$ cat src/hdl/mbr_pkg.sv
// Shared types and constants for the Mandelbrot escape-time pixel engine.
// No dependencies; used by mbr_mul, mbr_core and mandelbrot_escape_time_pixel.
package mbr_pkg;

    localparam int DATA_W   = 64;           // Q7.56 word
    localparam int FRAC_W   = 56;
    localparam int STEP_W   = 63;
    localparam int IDX_W    = 10;           // row / col
    localparam int CNT_W    = 9;            // countdown
    localparam int DEPTH_W  = 8;            // result
    localparam int PROD_W   = 2 * DATA_W;   // full product
    localparam int HALF_W   = DATA_W / 2;
    localparam int PART_W   = 2 * (HALF_W + 1);
    localparam int CFG_ADDR_W = 2;
    localparam int S_TDATA_W  = 24;
    localparam int M_TDATA_W  = 8;

    localparam logic [DATA_W-1:0] FIVE_Q56       = 64'h0500_0000_0000_0000;
    localparam logic [CNT_W-1:0]  ITER_LIMIT_RST = 9'd256;
    localparam logic [CNT_W-1:0]  CNT_ALL_ONES   = 9'h1FF;

    localparam logic [CFG_ADDR_W-1:0] CFG_X_ORIGIN   = 2'd0;
    localparam logic [CFG_ADDR_W-1:0] CFG_Y_ORIGIN   = 2'd1;
    localparam logic [CFG_ADDR_W-1:0] CFG_STEP       = 2'd2;
    localparam logic [CFG_ADDR_W-1:0] CFG_ITER_LIMIT = 2'd3;

    typedef enum logic [2:0] {
        ST_IDLE,
        ST_CX,
        ST_CY,
        ST_X2,
        ST_Y2,
        ST_XY,
        ST_UPD,
        ST_DONE
    } state_t;

    typedef struct packed {
        logic              start;
        logic [DATA_W-1:0] a;
        logic [DATA_W-1:0] b;
    } mul_req_t;

    typedef struct packed {
        logic busy;
        logic done;
    } mul_stat_t;

endpackage

$ cat src/hdl/mbr_mul.sv
// Shared signed 64x64 multiplier: four 33x33 partial products into a 128-bit accumulator.
// Depends on mbr_pkg.
module mbr_mul (
    input  logic                          aclk,
    input  logic                          aresetn,
    input  mbr_pkg::mul_req_t             req,
    output mbr_pkg::mul_stat_t            stat,
    output logic [mbr_pkg::PROD_W-1:0]    prod
);

    logic [mbr_pkg::DATA_W-1:0] a_reg, a_next;
    logic [mbr_pkg::DATA_W-1:0] b_reg, b_next;
    logic [2:0]                 cnt_reg, cnt_next;
    logic                       busy_reg, busy_next;
    logic                       done_reg, done_next;
    logic signed [mbr_pkg::PART_W-1:0] part_reg, part_next;
    logic [1:0]                 sh_reg, sh_next;
    logic [mbr_pkg::PROD_W-1:0] acc_reg, acc_next;

    logic signed [mbr_pkg::HALF_W:0] op_a, op_b;
    logic [mbr_pkg::PROD_W-1:0]      part_ext, addend;

    always_comb begin
        // high halves are signed, low halves unsigned
        if (cnt_reg[1]) begin
            op_a = {a_reg[mbr_pkg::DATA_W-1], a_reg[mbr_pkg::DATA_W-1:mbr_pkg::HALF_W]};
        end else begin
            op_a = {1'b0, a_reg[mbr_pkg::HALF_W-1:0]};
        end
        if (cnt_reg[0]) begin
            op_b = {b_reg[mbr_pkg::DATA_W-1], b_reg[mbr_pkg::DATA_W-1:mbr_pkg::HALF_W]};
        end else begin
            op_b = {1'b0, b_reg[mbr_pkg::HALF_W-1:0]};
        end

        part_ext = {{(mbr_pkg::PROD_W-mbr_pkg::PART_W){part_reg[mbr_pkg::PART_W-1]}},
                    part_reg};
        case (sh_reg)
            2'd0:    addend = part_ext;
            2'd1:    addend = part_ext << mbr_pkg::HALF_W;
            2'd2:    addend = part_ext << mbr_pkg::DATA_W;
            default: addend = '0;
        endcase

        a_next    = a_reg;
        b_next    = b_reg;
        cnt_next  = cnt_reg;
        busy_next = busy_reg;
        done_next = 1'b0;
        part_next = part_reg;
        sh_next   = sh_reg;
        acc_next  = acc_reg;

        if (req.start && !busy_reg) begin
            a_next    = req.a;
            b_next    = req.b;
            cnt_next  = '0;
            busy_next = 1'b1;
            acc_next  = '0;
        end else if (busy_reg) begin
            if (cnt_reg != 3'd4) begin
                part_next = op_a * op_b;
                sh_next   = {1'b0, cnt_reg[1]} + {1'b0, cnt_reg[0]};
            end
            if (cnt_reg != 3'd0) begin
                acc_next = acc_reg + addend;
            end
            cnt_next = cnt_reg + 3'd1;
            if (cnt_reg == 3'd4) begin
                busy_next = 1'b0;
                done_next = 1'b1;
            end
        end
    end

    always_ff @(posedge aclk) begin
        if (!aresetn) begin
            cnt_reg  <= '0;
            busy_reg <= 1'b0;
            done_reg <= 1'b0;
        end else begin
            cnt_reg  <= cnt_next;
            busy_reg <= busy_next;
            done_reg <= done_next;
        end
    end

    always_ff @(posedge aclk) begin
        a_reg    <= a_next;
        b_reg    <= b_next;
        part_reg <= part_next;
        sh_reg   <= sh_next;
        acc_reg  <= acc_next;
    end

    assign stat.busy = busy_reg;
    assign stat.done = done_reg;
    assign prod      = acc_reg;

    a_start_idle: assert property (@(posedge aclk) disable iff (!aresetn)
        req.start |-> !busy_reg)
        else $error("multiply request while busy");

    a_done_latency: assert property (@(posedge aclk) disable iff (!aresetn)
        req.start |-> ##6 done_reg)
        else $error("product not ready six cycles after request");

    a_done_not_busy: assert property (@(posedge aclk) disable iff (!aresetn)
        done_reg |-> !busy_reg && (cnt_reg == 3'd5))
        else $error("done raised mid-product");

endmodule

$ cat src/hdl/mbr_core.sv
// Escape-time sequencer: forms c, then steps z = z^2 + c on the shared multiplier.
// Depends on mbr_pkg and mbr_mul.
module mbr_core (
    input  logic                           aclk,
    input  logic                           aresetn,
    input  logic                           in_valid,
    output logic                           in_ready,
    input  logic [mbr_pkg::IDX_W-1:0]      in_row,
    input  logic [mbr_pkg::IDX_W-1:0]      in_col,
    input  logic [mbr_pkg::DATA_W-1:0]     x_origin,
    input  logic [mbr_pkg::DATA_W-1:0]     y_origin,
    input  logic [mbr_pkg::STEP_W-1:0]     step,
    input  logic [mbr_pkg::CNT_W-1:0]      iter_limit,
    output logic                           res_valid,
    input  logic                           res_ready,
    output logic [mbr_pkg::DEPTH_W-1:0]    res_depth
);

    mbr_pkg::state_t state_reg, state_next;

    logic [mbr_pkg::IDX_W-1:0]  row_reg, row_next;
    logic [mbr_pkg::IDX_W-1:0]  col_reg, col_next;
    logic [mbr_pkg::DATA_W-1:0] cx_reg, cx_next;
    logic [mbr_pkg::DATA_W-1:0] cy_reg, cy_next;
    logic [mbr_pkg::DATA_W-1:0] x_reg, x_next;
    logic [mbr_pkg::DATA_W-1:0] y_reg, y_next;
    logic [mbr_pkg::DATA_W-1:0] x2_reg, x2_next;
    logic [mbr_pkg::DATA_W-1:0] y2_reg, y2_next;
    logic [mbr_pkg::DATA_W-1:0] xy_reg, xy_next;
    logic [mbr_pkg::CNT_W-1:0]  depth_reg, depth_next;

    mbr_pkg::mul_req_t          mul_req;
    mbr_pkg::mul_stat_t         mul_stat;
    logic [mbr_pkg::PROD_W-1:0] mul_prod;

    logic [mbr_pkg::CNT_W-1:0]  dec;
    logic [mbr_pkg::DATA_W-1:0] mag2;
    logic                       more;
    logic                       in_mul;

    mbr_mul u_mul (
        .aclk    (aclk),
        .aresetn (aresetn),
        .req     (mul_req),
        .stat    (mul_stat),
        .prod    (mul_prod)
    );

    always_comb begin
        dec  = depth_reg - mbr_pkg::CNT_W'(1);
        mag2 = x2_reg + y2_reg;
        more = (dec != '0) && (dec != mbr_pkg::CNT_ALL_ONES)
            && ($signed(mag2) < $signed(mbr_pkg::FIVE_Q56));
    end

    always_comb begin
        state_next = state_reg;
        row_next   = row_reg;
        col_next   = col_reg;
        cx_next    = cx_reg;
        cy_next    = cy_reg;
        x_next     = x_reg;
        y_next     = y_reg;
        x2_next    = x2_reg;
        y2_next    = y2_reg;
        xy_next    = xy_reg;
        depth_next = depth_reg;
        in_ready   = 1'b0;
        res_valid  = 1'b0;
        in_mul     = 1'b0;
        mul_req.a  = x_reg;
        mul_req.b  = x_reg;

        case (state_reg)
            mbr_pkg::ST_IDLE: begin
                in_ready = 1'b1;
                if (in_valid) begin
                    row_next   = in_row;
                    col_next   = in_col;
                    depth_next = iter_limit;
                    state_next = mbr_pkg::ST_CX;
                end
            end
            mbr_pkg::ST_CX: begin
                in_mul    = 1'b1;
                mul_req.a = {{(mbr_pkg::DATA_W-mbr_pkg::IDX_W){1'b0}}, col_reg};
                mul_req.b = {1'b0, step};
                if (mul_stat.done) begin
                    cx_next    = x_origin - mul_prod[mbr_pkg::DATA_W-1:0];
                    x_next     = x_origin - mul_prod[mbr_pkg::DATA_W-1:0];
                    state_next = mbr_pkg::ST_CY;
                end
            end
            mbr_pkg::ST_CY: begin
                in_mul    = 1'b1;
                mul_req.a = {{(mbr_pkg::DATA_W-mbr_pkg::IDX_W){1'b0}}, row_reg};
                mul_req.b = {1'b0, step};
                if (mul_stat.done) begin
                    cy_next    = y_origin - mul_prod[mbr_pkg::DATA_W-1:0];
                    y_next     = y_origin - mul_prod[mbr_pkg::DATA_W-1:0];
                    state_next = mbr_pkg::ST_X2;
                end
            end
            mbr_pkg::ST_X2: begin
                in_mul = 1'b1;
                if (mul_stat.done) begin
                    x2_next    = mul_prod[mbr_pkg::FRAC_W +: mbr_pkg::DATA_W];
                    state_next = mbr_pkg::ST_Y2;
                end
            end
            mbr_pkg::ST_Y2: begin
                in_mul    = 1'b1;
                mul_req.a = y_reg;
                mul_req.b = y_reg;
                if (mul_stat.done) begin
                    y2_next    = mul_prod[mbr_pkg::FRAC_W +: mbr_pkg::DATA_W];
                    state_next = mbr_pkg::ST_XY;
                end
            end
            mbr_pkg::ST_XY: begin
                in_mul    = 1'b1;
                mul_req.b = y_reg;
                if (mul_stat.done) begin
                    // one fraction bit less gives 2xy
                    xy_next    = mul_prod[(mbr_pkg::FRAC_W-1) +: mbr_pkg::DATA_W];
                    state_next = mbr_pkg::ST_UPD;
                end
            end
            mbr_pkg::ST_UPD: begin
                y_next     = xy_reg + cy_reg;
                x_next     = x2_reg - y2_reg + cx_reg;
                depth_next = dec;
                state_next = more ? mbr_pkg::ST_X2 : mbr_pkg::ST_DONE;
            end
            mbr_pkg::ST_DONE: begin
                res_valid = 1'b1;
                if (res_ready) begin
                    state_next = mbr_pkg::ST_IDLE;
                end
            end
            default: begin
                state_next = mbr_pkg::ST_IDLE;
            end
        endcase

        mul_req.start = in_mul && !mul_stat.busy && !mul_stat.done;
    end

    assign res_depth = depth_reg[mbr_pkg::DEPTH_W-1:0];

    always_ff @(posedge aclk) begin
        if (!aresetn) begin
            state_reg <= mbr_pkg::ST_IDLE;
        end else begin
            state_reg <= state_next;
        end
    end

    always_ff @(posedge aclk) begin
        row_reg   <= row_next;
        col_reg   <= col_next;
        cx_reg    <= cx_next;
        cy_reg    <= cy_next;
        x_reg     <= x_next;
        y_reg     <= y_next;
        x2_reg    <= x2_next;
        y2_reg    <= y2_next;
        xy_reg    <= xy_next;
        depth_reg <= depth_next;
    end

    a_busy_after_accept: assert property (@(posedge aclk) disable iff (!aresetn)
        in_valid && in_ready |=> !in_ready && !res_valid)
        else $error("sequencer idle after taking a request");

    a_result_after_last_pass: assert property (@(posedge aclk) disable iff (!aresetn)
        (state_reg == mbr_pkg::ST_UPD) && !more |=> res_valid)
        else $error("result missing after final pass");

endmodule

$ cat config.mk
export PLATFORM = sky130hd
export DESIGN_NAME = mbr_core
export DESIGN_NICKNAME = d
export VERILOG_FILES = /design/src/hdl/mbr_pkg.sv /design/src/hdl/mbr_mul.sv /design/src/hdl/mbr_core.sv
export SDC_FILE = /design/constraint.sdc
export NUM_CORES = 2
export LEC_CHECK = 0
export ABC_AREA = 0
export BUFFER_PORTS_ARGS = -buffer_cell sky130_fd_sc_hd__buf_2
export CAP_MARGIN = 20
export CORE_AREA = 5 5 516 518
export CTS_CLUSTER_SIZE = 8
export DETAILED_ROUTE_END_ITERATION = 8
export DIE_AREA = 0 0 521 523
export PLACE_DENSITY = 0.5
export REMOVE_ABC_BUFFERS = 1
export SETUP_SLACK_MARGIN = 0.4
export SYNTH_ARGS = -nofsm -noshare
export SYNTH_HDL_FRONTEND = slang
export SYNTH_SLANG_ARGS = --single-unit
$ cat constraint.sdc
create_clock -name aclk -period 20.2 [get_ports aclk]
set_clock_uncertainty 0.1 [all_clocks]
set_input_delay 2.02 -clock aclk [delete_from_list [all_inputs] [get_ports aclk]]
set_output_delay 2.02 -clock aclk [all_outputs]
set_load 0.01 [all_outputs]
==> metrics <==
Final Hold Vio Count=0; HP Class=reg2reg; synthesized area per cell=~9.3 µm²; max incr delay on CP=0.98 ns; Ys Warns=0; pre-CTS WS=approximately 9.5 ns; Worst-Margin Slew=roughly 1.2 ns; most frequent cells in the layout=inv_1 (1562), fa_1 (1212), nand2_1 (1117); RePlAce Congestion=0.953; commonest non-fill, non-tap cell in the layout=inv_1; layout cells sized above 1=around 6.9%; post-synthesis cell area=slightly below 100000 µm²; Cells after Synth=~10000; DRT iter0 DRCs=approximately 7100; Crit Path Category=reg2reg; f_max=between 90 and 100 MHz; Inst Count DP=between 10000 and 15000; Pins Over Slew Limit=0; total gr overflow=0; min cycle time layout=between 10 and 15 ns; Avg WL per Cell=between 20 and 30 µm; critical path arrival=11.26 ns; via-per-instance ratio=approximately 5.6; worst r2r path cells=28; Non-Filler Instances=13900; Worst Setup Start Kind=register; num ports=about 230; worst-path fanout max=41; synthesis-to-layout area growth=8.92%; GR Util All Layers=about 29%; largest family of logic cells by synthesized area=adder cells; row count=188; Synth Area in XOR/XNOR=~4%; period utilization=between 50% and 60%; largest net degree at the start of global routing=about 120; RSZ-0062 raised after global routing=false; Post-synth EDFFs=roughly 670; Worst setup EP type=register; post-detail-place hpwl=332000 µm; Die ar.=roughly 270000 µm²; Initial DRT Pass Iterations=8; TNS Setup=0 ns; worst endpoint required time=20.56 ns; CTS tree=built; I/O Buffers=233; vias in the first global route=~80000; post-synth cell types=slightly below 100; multiplexer share of the synthesized area=under 10%; hold depth=2; Clock Sinks=801; Vias=78600; CTS root buf=clkbuf_16; Post-synth top flop=edfxtp_1; CTS Buffer Depth=3; final wirelength=404000 µm; cts-stage hold buffer count=0; CP most frequent cell=fa_1; Routed Antenna Nets=0; max_cap viols=0; Die Ht=523 µm; core area=between 200000 and 300000 µm²; H-tree depth=3; post-CTS sizing=0; clk_lat worst skew=between 0.7 and 0.8 ns; slowest cell on the critical path=mux2i_4; initial antenna violation count=36; Die Wd=521 µm; effective utilization at floorplan=between 30 and 40%; DRC errors left=0; Nets=12500; status=completed; final setup violating endpoints=0; Clock transition at path regs=roughly 0.060 ns; Slew headroom=between 10% and 20%; fillcell total=around 26000; final setup margin=9.30 ns; Seq/Total Area, Yosys=between 20% and 30%; simple-gate share of the synthesized area=around an eighth; global-route wire length before repair=roughly 580000 µm; Seq cells post-synth=801; Synth Area in Compound Gates=roughly 15%; Largest register FFs=120; CTS buffer count=113; Post-CTS Setup Inserts=0; async set-or-reset flop fraction in the synthesized netlist=0%; Adder-Cell Fraction of Synth Area=33.8%
-- cell families after synthesis --
logic type | Yosys count
buffers and inverters | 2050
and+or+nand+nor | 2657
adders and majority gates | 1869
AOI/OAI and AO/OA | 2243
DFF | 801
muxes | 318
xor gates and xnor gates | 437
-- cell type report --
class / count / area (µm²) / area share [%]
Tap cell: 3420 / 4280 / 4.09
Multi-Input combinational cell: 7524 / 66100 / 63.1
Inverter: 1563 / 5870 / 5.60
Clock inverter: 10 / 234 / 0.223
Timing Repair Buffer: 358 / 2150 / 2.05
Antenna cell: 55 / 138 / 0.131
Sequential cell: 801 / 22800 / 21.8
Clock buffer: 187 / 3160 / 3.01
-- critical path: cells and delay by family, from the launching register on --
family / cells / cell delay, ns
DFF: 1 / 0.66
buffers and inverters: 5 / 0.95
and+or+nand+nor: 4 / 0.61
adders and majority gates: 9 / 4.37
xor gates and xnor gates: 1 / 0.16
muxes: 1 / 0.98
AOI/OAI and AO/OA: 8 / 2.72
-- metal layers --
layer	track usage, %	part of all wire, %	routed length [µm]	vias up
li1	-	-	-	34700
met1	38.5	42	168000	40100
met2	47.6	46	187000	3167
met3	4.39	6.9	27900	659
met4	13.0	5.2	20900	20
met5	0	0.032	129	-
-- synth_stat cells, types with 19 or more instances --
| cell type | n | area (µm²) |
|---|---|---|
| o31ai_1 | 30 | 225 |
| a21o_1 | 358 | 2690 |
| edfxtp_1 | 673 | 20200 |
| or3_1 | 25 | 156 |
| and2_1 | 62 | 388 |
| o21ai_0 | 420 | 2100 |
| a221o_1 | 22 | 220 |
| nand3_1 | 92 | 460 |
| nand2b_1 | 63 | 394 |
| buf_1 | 48 | 180 |
| inv_1 | 1563 | 5870 |
| a22o_1 | 121 | 1060 |
| mux2_2 | 91 | 1020 |
| nor3_1 | 77 | 385 |
| o21a_1 | 66 | 495 |
| xnor2_1 | 268 | 2350 |
| o21bai_1 | 100 | 751 |
| o21ai_1 | 33 | 165 |
| nor2_1 | 891 | 3340 |
| a211oi_1 | 38 | 285 |
| nand4_1 | 112 | 701 |
| a21oi_1 | 671 | 3360 |
| nor2b_1 | 80 | 500 |
| nand2_1 | 1117 | 4190 |
| o22ai_1 | 88 | 551 |
| clkbuf_1 | 416 | 1560 |
| mux2i_1 | 227 | 2270 |
| xor2_1 | 169 | 1480 |
| a31oi_1 | 59 | 369 |
| and3_1 | 57 | 357 |
| ha_1 | 656 | 8210 |
| dfxtp_1 | 128 | 2560 |
| fa_1 | 1213 | 24300 |
| a21boi_0 | 19 | 143 |
| o211ai_1 | 19 | 143 |
-- per-stage QoR --
stage | cell area (µm²) | hold WS (ns) | util [%]
global placement | 101000 | 0.360 | 38.7
detailed placement | 101000 | 0.372 | 38.7
CTS | 105000 | 0.381 | 40.0
global route | 105000 | 0.405 | 40.1
floorplan | 94300 | 0.334 | -
finish | 105000 | 0.383 | 40.1
-- final timing paths --
check	from	endpoint	slack, ns
worst max-delay path	u_mul.cnt_reg[1]	u_mul.part_reg[64]	9.30
worst min-delay path	u_mul.prod[19]	u_mul.prod[19]	0.38
worst max register to register	u_mul.cnt_reg[1]	u_mul.part_reg[64]	9.30
worst min register to register	u_mul.prod[19]	u_mul.prod[19]	0.38
Power is left out: the tool's default activity adds up to more than one toggle a clock period on the data nets, which glitch-free logic cannot reach.
